`config.mk`:
```
export PLATFORM = sky130hd
export DESIGN_NAME = timecode_step_and_direction
export DESIGN_NICKNAME = d
export VERILOG_FILES = /design/src/hdl/tcsd_pkg.sv /design/src/hdl/tcsd_step.sv /design/src/hdl/timecode_step_and_direction.sv
export SDC_FILE = /design/constraint.sdc
export NUM_CORES = 1
export LEC_CHECK = 0
export BUFFER_PORTS_ARGS = -buffer_cell sky130_fd_sc_hd__buf_2
export CORE_MARGIN = 2
export CORE_UTILIZATION = 60
export DETAILED_ROUTE_END_ITERATION = 10
export PLACE_DENSITY = 0.89
export SYNTH_ARGS = -nofsm -noshare
export SYNTH_HDL_FRONTEND = slang
export SYNTH_SLANG_ARGS = --single-unit
```
`constraint.sdc`:
```
create_clock -name i_clk -period 11.5 [get_ports i_clk]
set_clock_uncertainty 0.05 [all_clocks]
set_input_delay 2.3 -clock i_clk [delete_from_list [all_inputs] [get_ports i_clk]]
set_output_delay 2.3 -clock i_clk [all_outputs]
set_load 0.1 [all_outputs]
```
`src/hdl/tcsd_pkg.sv`:
```
// Types, codes and digit step functions for the timecode step and direction unit.
package tcsd_pkg;

    localparam logic [31:0] VALID_MASK = 32'h3f7f7f3f;
    localparam int unsigned CFG_IDX_W  = 1;
    localparam int unsigned CFG_DATA_W = 5;
    localparam logic [4:0]  FPS_RESET  = 5'd30;
    localparam logic [5:0]  HOURS_DAY  = 6'd24;

    typedef enum logic [1:0] {
        ACT_INCR = 2'd0,
        ACT_DECR = 2'd1,
        ACT_DIR  = 2'd2,
        ACT_NONE = 2'd3
    } t_action;

    typedef enum logic [1:0] {
        DIR_NONE     = 2'd0,
        DIR_FOLLOWS  = 2'd1,
        DIR_PRECEDES = 2'd2
    } t_dir;

    typedef enum logic [CFG_IDX_W-1:0] {
        REG_FRAME_RATE = 1'd0,
        REG_DROP_FRAME = 1'd1
    } t_reg_idx;

    typedef struct packed {
        logic [1:0]  action;
        logic [31:0] code_a;
        logic [31:0] code_b;
    } t_tcsd_req;

    typedef struct packed {
        logic [29:0] result_code;
        logic [1:0]  direction;
    } t_tcsd_rsp;

    typedef struct packed {
        logic [4:0] fps;
        logic       drop_frame;
    } t_tcsd_cfg;

    // Advances a timecode word by one frame; fps is already at least one.
    function automatic logic [29:0] tc_incr(input logic [31:0] a, input logic [4:0] fps,
                                            input logic drop);
        logic [4:0] f;
        logic [2:0] ft;
        logic [5:0] fval;
        logic [4:0] s;
        logic [3:0] st;
        logic [4:0] m;
        logic [3:0] mt;
        logic [4:0] h;
        logic [2:0] ht;
        logic [5:0] hval;
        logic [3:0] fo;
        logic [29:0] res;
        begin
            f    = {1'b0, a[3:0]} + 5'd1;
            ft   = {1'b0, a[5:4]};
            if (f >= 5'd10) begin
                ft = ft + 3'd1;
                f  = '0;
            end
            fval = 6'(ft) * 6'd10 + 6'(f);
            if (fval < {1'b0, fps}) begin
                res = {a[29:24], 1'b0, a[22:16], 1'b0, a[14:8], 2'b00, ft[1:0], f[3:0]};
            end else begin
                fo = 4'd0;
                s  = {1'b0, a[11:8]} + 5'd1;
                st = {1'b0, a[14:12]};
                m  = {1'b0, a[19:16]};
                mt = {1'b0, a[22:20]};
                h  = {1'b0, a[27:24]};
                ht = {1'b0, a[29:28]};
                if (s >= 5'd10) begin
                    s  = '0;
                    st = st + 4'd1;
                    if (st >= 4'd6) begin
                        st = '0;
                        m  = m + 5'd1;
                        if (m >= 5'd10) begin
                            m  = '0;
                            mt = mt + 4'd1;
                            if (mt >= 4'd6) begin
                                mt = '0;
                                h  = h + 5'd1;
                                if (h >= 5'd10) begin
                                    h  = '0;
                                    ht = ht + 3'd1;
                                end
                                hval = 6'(ht) * 6'd10 + 6'(h);
                                if (hval >= HOURS_DAY) begin
                                    ht = '0;
                                    h  = '0;
                                end
                            end
                        end else if (drop) begin
                            fo = 4'd2;
                        end
                    end
                end
                res = {ht[1:0], h[3:0], 1'b0, mt[2:0], m[3:0], 1'b0, st[2:0], s[3:0],
                       2'b00, 2'b00, fo};
            end
            return res;
        end
    endfunction

    // Moves a timecode word back by one frame; fps is already at least one.
    function automatic logic [29:0] tc_decr(input logic [31:0] a, input logic [4:0] fps,
                                            input logic drop);
        logic signed [5:0] fd;
        logic [4:0] last;
        logic [1:0] ft;
        logic [3:0] f;
        logic [3:0] s;
        logic [2:0] st;
        logic [3:0] m;
        logic [2:0] mt;
        logic [3:0] h;
        logic [1:0] ht;
        logic [29:0] res;
        begin
            fd = $signed({2'b00, a[3:0]}) - 6'sd1;
            if (drop && (fd < 6'sd2) && (a[14:4] == '0) && (a[19:16] != '0)) begin
                fd = fd - 6'sd2;
            end
            if (fd >= 6'sd0) begin
                res = {a[29:24], 1'b0, a[22:16], 1'b0, a[14:8], 2'b00, a[5:4], fd[3:0]};
            end else begin
                s  = a[11:8];
                st = a[14:12];
                m  = a[19:16];
                mt = a[22:20];
                h  = a[27:24];
                ht = a[29:28];
                if (a[5:4] != 2'd0) begin
                    ft = a[5:4] - 2'd1;
                    f  = 4'd9;
                end else begin
                    last = fps - 5'd1;
                    if (last >= 5'd30) begin
                        ft = 2'd3;
                    end else if (last >= 5'd20) begin
                        ft = 2'd2;
                    end else if (last >= 5'd10) begin
                        ft = 2'd1;
                    end else begin
                        ft = 2'd0;
                    end
                    f = 4'(last - 5'(ft) * 5'd10);
                    if (s == '0) begin
                        s = 4'd9;
                        if (st == '0) begin
                            st = 3'd5;
                            if (m == '0) begin
                                m = 4'd9;
                                if (mt == '0) begin
                                    mt = 3'd5;
                                    if (h == '0) begin
                                        h = 4'd9;
                                        if (ht == '0) begin
                                            ht = 2'd2;
                                            h  = 4'd3;
                                        end else begin
                                            ht = ht - 2'd1;
                                        end
                                    end else begin
                                        h = h - 4'd1;
                                    end
                                end else begin
                                    mt = mt - 3'd1;
                                end
                            end else begin
                                m = m - 4'd1;
                            end
                        end else begin
                            st = st - 3'd1;
                        end
                    end else begin
                        s = s - 4'd1;
                    end
                end
                res = {ht, h, 1'b0, mt, m, 1'b0, st, s, 2'b00, ft, f};
            end
            return res;
        end
    endfunction

endpackage

```
`src/hdl/tcsd_step.sv`:
```
// Combinational step and direction logic for one registered request.
module tcsd_step (
    input  tcsd_pkg::t_tcsd_req i_req,
    input  tcsd_pkg::t_tcsd_cfg i_cfg,
    output tcsd_pkg::t_tcsd_rsp o_rsp
);
    import tcsd_pkg::*;

    logic [4:0]  fps_eff;
    logic [29:0] incr_a;
    logic [29:0] incr_b;
    logic [29:0] decr_a;
    logic [31:0] raw_next;
    logic [31:0] b_valid;
    logic [31:0] a_valid;
    t_dir        dir;

    assign fps_eff  = (i_cfg.fps == '0) ? 5'd1 : i_cfg.fps;
    assign incr_a   = tc_incr(i_req.code_a, fps_eff, i_cfg.drop_frame);
    assign incr_b   = tc_incr(i_req.code_b, fps_eff, i_cfg.drop_frame);
    assign decr_a   = tc_decr(i_req.code_a, fps_eff, i_cfg.drop_frame);
    assign raw_next = i_req.code_a + 32'd1;
    assign b_valid  = i_req.code_b & VALID_MASK;
    assign a_valid  = i_req.code_a & VALID_MASK;

    always_comb begin
        if (((raw_next & VALID_MASK) == b_valid) ||
            (({2'b00, incr_a} & VALID_MASK) == b_valid)) begin
            dir = DIR_FOLLOWS;
        end else if (({2'b00, incr_b} & VALID_MASK) == a_valid) begin
            dir = DIR_PRECEDES;
        end else begin
            dir = DIR_NONE;
        end
    end

    always_comb begin
        o_rsp = '0;
        case (t_action'(i_req.action))
            ACT_INCR: begin
                o_rsp.result_code = incr_a;
            end
            ACT_DECR: begin
                o_rsp.result_code = decr_a;
            end
            ACT_DIR: begin
                o_rsp.direction = dir;
            end
            default: begin
                o_rsp = '0;
            end
        endcase
    end

endmodule

```
`src/hdl/timecode_step_and_direction.sv`:
```
// Top level of the timecode step and direction unit with its request pipeline.
// Takes one request per clock while the output is not stalled and returns one result per
// request, in order: a request register feeds the digit carry and borrow logic, whose
// result lands in an output register. Both registers move independently, so a new
// request is taken while a finished result waits to be read if the request register is empty.
// The user writes configuration (index 0 frame rate, index 1 drop-frame enable) only while idle; not enforced here.
module timecode_step_and_direction (
    input  logic                                 i_clk,
    input  logic                                 i_rst_n,
    input  logic                                 i_req_valid,
    output logic                                 o_req_ready,
    input  tcsd_pkg::t_tcsd_req                  i_req,
    output logic                                 o_rsp_valid,
    input  logic                                 i_rsp_ready,
    output tcsd_pkg::t_tcsd_rsp                  o_rsp,
    input  logic                                 i_cfg_we,
    input  logic [tcsd_pkg::CFG_IDX_W-1:0]       i_cfg_index,
    input  logic [tcsd_pkg::CFG_DATA_W-1:0]      i_cfg_data
);
    import tcsd_pkg::*;

    t_tcsd_cfg r_cfg;
    logic      r_in_valid;
    t_tcsd_req r_in;
    logic      r_out_valid;
    t_tcsd_rsp r_out;
    t_tcsd_rsp step_rsp;
    logic      out_load;
    logic      n_in_valid;
    logic      n_out_valid;

    always_ff @(posedge i_clk) begin
        if (!i_rst_n) begin
            r_cfg.fps        <= FPS_RESET;
            r_cfg.drop_frame <= 1'b0;
        end else if (i_cfg_we) begin
            case (t_reg_idx'(i_cfg_index))
                REG_FRAME_RATE: r_cfg.fps        <= i_cfg_data;
                REG_DROP_FRAME: r_cfg.drop_frame <= i_cfg_data[0];
                default: ;
            endcase
        end
    end

    assign out_load    = r_in_valid && (!r_out_valid || i_rsp_ready);
    assign o_req_ready = !r_in_valid || out_load;
    assign n_in_valid  = o_req_ready ? i_req_valid : r_in_valid;
    assign n_out_valid = out_load ? 1'b1 : (i_rsp_ready ? 1'b0 : r_out_valid);

    always_ff @(posedge i_clk) begin
        if (!i_rst_n) begin
            r_in_valid  <= 1'b0;
            r_out_valid <= 1'b0;
        end else begin
            r_in_valid  <= n_in_valid;
            r_out_valid <= n_out_valid;
        end
    end

    always_ff @(posedge i_clk) begin
        if (i_req_valid && o_req_ready) begin
            r_in <= i_req;
        end
        if (out_load) begin
            r_out <= step_rsp;
        end
    end

    tcsd_step u_step (
        .i_req (r_in),
        .i_cfg (r_cfg),
        .o_rsp (step_rsp)
    );

    assign o_rsp_valid = r_out_valid;
    assign o_rsp       = r_out;

    a_accept_fills: assert property (@(posedge i_clk) disable iff (!i_rst_n)
        i_req_valid && o_req_ready |=> r_in_valid)
        else $error("accepted request did not reach the request register");

    a_load_shows: assert property (@(posedge i_clk) disable iff (!i_rst_n)
        out_load |=> o_rsp_valid)
        else $error("computed result did not reach the output");

    a_no_overrun: assert property (@(posedge i_clk) disable iff (!i_rst_n)
        r_in_valid && r_out_valid && !i_rsp_ready |-> !o_req_ready)
        else $error("request taken while both stages are held");

    a_one_field: assert property (@(posedge i_clk) disable iff (!i_rst_n)
        o_rsp_valid |-> (o_rsp.result_code == '0) || (o_rsp.direction == DIR_NONE))
        else $error("result carries both a code and a direction");

endmodule
```
==> impl_metrics.tcl, run 1 <==
set metrics [dict create \
    path_common_cell "ha_1" \
    hold_viol_final 0 \
    start_kind "flop" \
    grt_pass1_wl_mm 42.3 \
    gr-total-overflow 0 \
    ys_seq_area_share_pct 28.3 \
    drt_wl_total_mm 25.6 \
    path_cells "inv_1, ha_1, nor2_1, o2bb2ai_2, a21o_1, mux2i_1, inv_1, ha_1, ha_1, xnor2_1, ha_1, nand4_1, a2111oi_4, nor3_1, nand2_2, o21ai_1, a221oi_1, a2111oi_0, and4_1, nand3_1, and4_1" \
    finalCriticalPeriod_ns 7.05 \
    synth.most_common_cell "nor2_1" \
    synth_top_area_share_pct 26.6 \
    tightest_slew_ns 0.960 \
    fp.dieH_um 131 \
    slowest_stage "edfxtp_1" \
    io_buffers 98 \
    root_buffer "clkbuf_16" \
    intPower_mw 0.756 \
    place.gp.congestion 1.04 \
    p_sw_share_pct 38.9 \
    worst-path-buf-inv 2 \
    fmax_mhz 142 \
    post-dp-hpwl_mm 19.5 \
    synth_top_cell_by_area "edfxtp_1" \
    synth_edf_count 86 \
    first_global_vias 8344 \
    netlist_top_cells_area "edfxtp_1 (27%), ha_1 (9.7%), xnor2_1 (4.7%)" \
    crit_family "simple AND/OR/NAND/NOR gates" \
    place_ws_ns 4.62 \
    cp.required_ns 11.54 \
    rsz0062_at_grt "no" \
    hp-class "flop to flop" \
    post_cts_buffers 0 \
    topRoutingLayerUsed "met4" \
    netlist_area_sq_um 9710 \
    slowest_delay_ns 0.77 \
    met3WireLength_mm 2.90 \
    ctsResizeCount 0 \
    nets 1352 \
    critical_path_arrival_ns 7.10 \
    drtIter0Drc 1373 \
    die_x_um 131 \
    htreeDepth 3 \
    dieArea_sq_um 17200 \
    num_antenna_cells 0 \
    worst-path-max-fanout 16 \
    wl_met2_mm 10.7 \
    viasPerCell 6.43 \
    drtPass1Iterations 6 \
    critical_path_class "flop to flop" \
    yosys-top-cells-count "nor2_1 (117), edfxtp_1 (86), nand2_1 (80)" \
    setup_violations 0 \
    ios 111 \
    synth-seq-cells 94 \
    yosys_most_used_dff "edfxtp_1" \
    route.detailed.drc 0 \
    clockPowerShare_pct 25.2 \
    power.density_nw_per_um2 118 \
    final_cells 1415 \
    slew_headroom_pct 36.0 \
    rows 46 \
    grtUsageTotal_pct 30.0 \
    drv_cap 0 \
    fin_ws_ns 4.45 \
    holdBufCountCts 0 \
    clk_pin_slew_ns 0.06 \
    p_total_mw 1.24 \
    syn2layout_area_growth_pct 7.98 \
    place_inst 1400 \
    numCtsBuffers 9 \
    status "finished clean" \
    synthArstFlopShare_pct 0 \
    coreArea_sq_um 15800 \
    start_util_pct 61.3 \
    ys_types 102 \
    slew_viol_final 0 \
    antenna_found_initial 0 \
    hold_ws_ns 0.470 \
    ys.warnings.count 0 \
    avgSynthCellArea_sq_um 8.45 \
    comb_power_share_pct 39.1 \
    clkSinkCount 94 \
    finalCritPeriodShare_pct 61.3 \
    netlist_instances 1149 \
    ir_drop_uv 77.7 \
    power_switching_mw 0.481 \
    drive_gt1_share_pct 13.7 \
    met1_length_mm 11.1 \
    setup-tns-final_ns 0 \
    wl_per_cell_um 18.1 \
    vias 9099 \
    ant_nets 0 \
    cts_buffer_depth 2 \
    power.leakage_nw 4.20 \
    p_seq_share_pct 35.8 \
    critPathCaptureType "flop" \
    clkLatencyLatePin_ns 0.36 \
    grt_max_degree 59 \
    cts_tree "built" \
]
## cell type report
class                           count  area, sq um
Multi-Input combinational cell    926         6410
Fill cell                        1299         5350
Sequential cell                    94         2740
Timing Repair Buffer              102          520
Tap cell                          216          270
Inverter                           62          233
Clock buffer                        9          225
Clock inverter                      6         77.6
## routing by layer
layer / GRT usage, % / vias to the layer above
met3: 5.94 / 79
met2: 44.8 / 589
met5: 0 / -
met1: 43.1 / 4117
met4: 11.3 / 0
li1: - / 4314
## path summary, 6_finish.rpt
path	from	to	slack (ns)	cells after the start
setup / recovery	r_in[32]$_DFFE_PP_	o_rsp[1]$_SDFFCE_PP0P_	4.45	21
hold / removal	r_in_valid$_SDFFE_PN0N_	o_rsp_valid$_SDFFE_PN0P_	0.47	1
setup reg to reg	r_in[32]$_DFFE_PP_	o_rsp[1]$_SDFFCE_PP0P_	4.45	21
hold reg to reg	r_in_valid$_SDFFE_PN0N_	o_rsp_valid$_SDFFE_PN0P_	0.47	1
## worst reg2reg max path, stage by stage (launching register included)
cell	delay (ns)
edfxtp_1	0.77
inv_1	0.24
ha_1	0.57
nor2_1	0.10
o2bb2ai_2	0.35
a21o_1	0.27
mux2i_1	0.48
inv_1	0.18
ha_1	0.33
ha_1	0.31
xnor2_1	0.15
ha_1	0.34
nand4_1	0.14
a2111oi_4	0.08
nor3_1	0.55
nand2_2	0.35
o21ai_1	0.24
a221oi_1	0.17
a2111oi_0	0.51
and4_1	0.28
nand3_1	0.10
and4_1	0.22
## power groups by stage
| stage | registers, mW | logic [mW] | clock network (mW) |
|---|---|---|---|
| 2_1_floorplan | 0.457 | 0.355 | 0 |
| 3_3_place_gp | 0.445 | 0.457 | 0 |
| 3_5_place_dp | 0.446 | 0.470 | 0 |
| 4_1_cts | 0.439 | 0.474 | 0.314 |
| 5_1_grt | 0.445 | 0.527 | 0.328 |
| 6_report | 0.442 | 0.483 | 0.311 |
## layout by cell type (no fill, tap or decap), types with 42 or more instances in the layout
| master | n |
|---|---|
| a21oi_1 | 70 |
| edfxtp_1 | 86 |
| buf_2 | 98 |
| xnor2_1 | 52 |
| nor2_1 | 117 |
| o21ai_0 | 42 |
| inv_1 | 60 |
| ha_1 | 75 |
| nand2_1 | 80 |
| nor3_1 | 44 |
## logic make-up after synthesis
| logic type | after synthesis | share of synthesized area, % |
|---|---|---|
| mux | 23 | 2.42 |
| other cells | 1 | 0.0386 |
| simple gates | 439 | 23.5 |
| buf+inv | 136 | 5.99 |
| xor+xnor | 88 | 8.17 |
| fa+ha+maj | 80 | 10.7 |
| flops | 94 | 28.3 |
| compound gates | 288 | 20.9 |
## per-stage QoR
stage | area (sq um) | utilization, %
after floorplan | 9730 | -
after global placement | 10200 | 64.3
after detailed placement | 10200 | 64.3
after CTS | 10500 | 66.2
after global routing | 10500 | 66.2
final | 10500 | 66.2
## flip-flops by register name, summed over array words and instances (netlist names)
| register | cells |
|---|---|
| r_in | 58 |
| r_cfg | 6 |
| o_rsp | 28 |
| o_rsp_valid | 1 |
| r_in_valid | 1 |
Note: power is estimated with default switching activity, not from simulation.
==> inputs of run 2 (changes only) <==
--- a/config.mk
+++ b/config.mk
@@ -7,9 +7,9 @@
 export LEC_CHECK = 0
 export BUFFER_PORTS_ARGS = -buffer_cell sky130_fd_sc_hd__buf_2
 export CORE_MARGIN = 2
-export CORE_UTILIZATION = 60
+export CORE_UTILIZATION = 55
 export DETAILED_ROUTE_END_ITERATION = 10
-export PLACE_DENSITY = 0.89
+export PLACE_DENSITY = 0.86
 export SYNTH_ARGS = -nofsm -noshare
 export SYNTH_HDL_FRONTEND = slang
 export SYNTH_SLANG_ARGS = --single-unit
==> constraint.sdc (replaced) <==
create_clock -name i_clk -period 5.75 [get_ports i_clk]
set_clock_uncertainty 0.05 [all_clocks]
set_input_delay 1.15 -clock i_clk [delete_from_list [all_inputs] [get_ports i_clk]]
set_output_delay 1.15 -clock i_clk [all_outputs]
set_load 0.1 [all_outputs]
==> impl_metrics.tcl, run 2 (synthesis gave the netlist of run 1 again) <==
set metrics [dict create \
    status "finished clean" \
    io_buffers 98 \
    htreeDepth 3 \
    finalCriticalPeriod_ns 5.58 \
    hp-class "flop to flop" \
    wl_per_cell_um 18.5 \
    root_buffer "clkbuf_16" \
    slew_headroom_pct 35.1 \
    drt_wl_total_mm 27.5 \
    critical_path_arrival_ns 5.74 \
    antenna_found_initial 0 \
    ir_drop_uv 189 \
    clkSinkCount 94 \
    largest_register_ffs 58 \
    layout_commonest_cell "nor2_1" \
    drtIter0Drc 1393 \
    cts_buffer_depth 2 \
    hold_ws_ns 0.474 \
    power.leakage_nw 4.53 \
    p_total_mw 2.62 \
    viasPerCell 6.30 \
    slowest_stage "or4b_1" \
    top_register "r_in" \
    nets 1417 \
    start_util_pct 56.1 \
    hold_viol_final 0 \
    drtPass1Iterations 8 \
    vias 9383 \
    drv_cap 0 \
    die_x_um 137 \
    post-dp-hpwl_mm 21.2 \
    setup_violations 0 \
    path_cells "inv_1, ha_1, or4b_1, o211ai_1, xnor2_1, ha_1, inv_1, fa_1, xnor2_1, ha_1, a21o_1, a21oi_1, o21ai_1, or2_4, a2111oi_1, a21oi_1, a21oi_1, o211ai_1, nor4_2, and4_1" \
    num_antenna_cells 0 \
    holdBufCountCts 0 \
    fillers 1454 \
    ios 111 \
    layout_common_cells "nor2_1 (116), buf_2 (98), edfxtp_1 (86)" \
    cts_tree "built" \
    critPathCaptureType "flop" \
    worst-path-buf-inv 2 \
    ant_nets 0 \
    first_global_vias 8379 \
    power.density_nw_per_um2 236 \
    rows 48 \
    grtUsageTotal_pct 29.5 \
    utilization_pct 64.2 \
    place.gp.congestion 1.03 \
    fmax_mhz 179 \
    clkLatencyLatePin_ns 0.36 \
    cp.required_ns 5.90 \
    critical_path_class "flop to flop" \
    slew_viol_final 0 \
    final_cells 1490 \
    numCtsBuffers 9 \
    place_inst 1460 \
    dieArea_sq_um 18700 \
    tightest_slew_ns 0.973 \
    worst-path-max-fanout 11 \
    finalCritPeriodShare_pct 97.1 \
    fp.dieH_um 137 \
    start_kind "flop" \
    route.detailed.drc 0 \
    coreArea_sq_um 17300 \
    gr-total-overflow 0 \
    syn2layout_area_growth_pct 14.3 \
    grt_pass1_wl_mm 43.2 \
    crit_family "compound AO/OA/AOI/OAI gates" \
    multi_input_area_sq_um 6510 \
    clk_pin_slew_ns 0.07 \
    grt_max_degree 59 \
    seq_area_sq_um 2740 \
    slowest_delay_ns 0.54 \
    drive_gt1_share_pct 19.2 \
]
run 2: cell types whose count changed in the layout (fill, tap and decap cells not counted), sizes merged:
cell and change:
clkinv -1, inv +1, clkbuf +1, buf +65
run 2: metrics by stage:
step | setup WS (ns) | area [sq um] | TNS, ns
global placement | 0.295 | 10600 | 0
floorplan | 0.276 | 9730 | 0
global route | -0.0861 | 11100 | -0.120
detailed placement | 0.161 | 10600 | 0
CTS | 0.0298 | 10900 | 0
finish | 0.166 | 11100 | 0
run 2: power by group:
part	switching (mW)	internal [mW]
Clock	0.260	0.380
Combinational	0.681	0.429
Sequential	0.0729	0.795
run 2: routing by layer:
layer  global-route usage (%)  vias up  share of wire, %
met5                        0        -                 0
met4                     10.3        0               2.9
met3                     4.33       65                10
met2                     44.3      533                44
met1                     43.2     4356                43
li1                         -     4429                 -
run 2: what timing repair did:
| item | CTS | global route |
|---|---|---|
| endpoints found under the setup margin | 0 | 2 |
| resized for setup | 0 | 21 |
| buffers inserted | 0 | 14 |
run 2: area by class of cell:
| cell class | count | area share (%) |
|---|---|---|
| sequential | 94 | 24.7 |
| tap | 225 | 2.54 |
| inverter | 62 | 2.10 |
| clock inverter | 6 | 0.767 |
| multi-input combinational | 926 | 58.7 |
| clock buffer | 10 | 2.06 |
| timing repair buffer | 167 | 9.12 |
run 2: worst paths after layout:
kind / startpoint / to / slack, ns / depth (start not counted)
hold reg to reg: r_in_valid$_SDFFE_PN0N_ / o_rsp_valid$_SDFFE_PN0P_ / 0.47 / 1
setup / recovery: r_in[1]$_DFFE_PP_ / o_rsp[1]$_SDFFCE_PP0P_ / 0.17 / 20
hold / removal: r_in_valid$_SDFFE_PN0N_ / o_rsp_valid$_SDFFE_PN0P_ / 0.47 / 1
setup reg to reg: r_in[1]$_DFFE_PP_ / o_rsp[1]$_SDFFCE_PP0P_ / 0.17 / 20
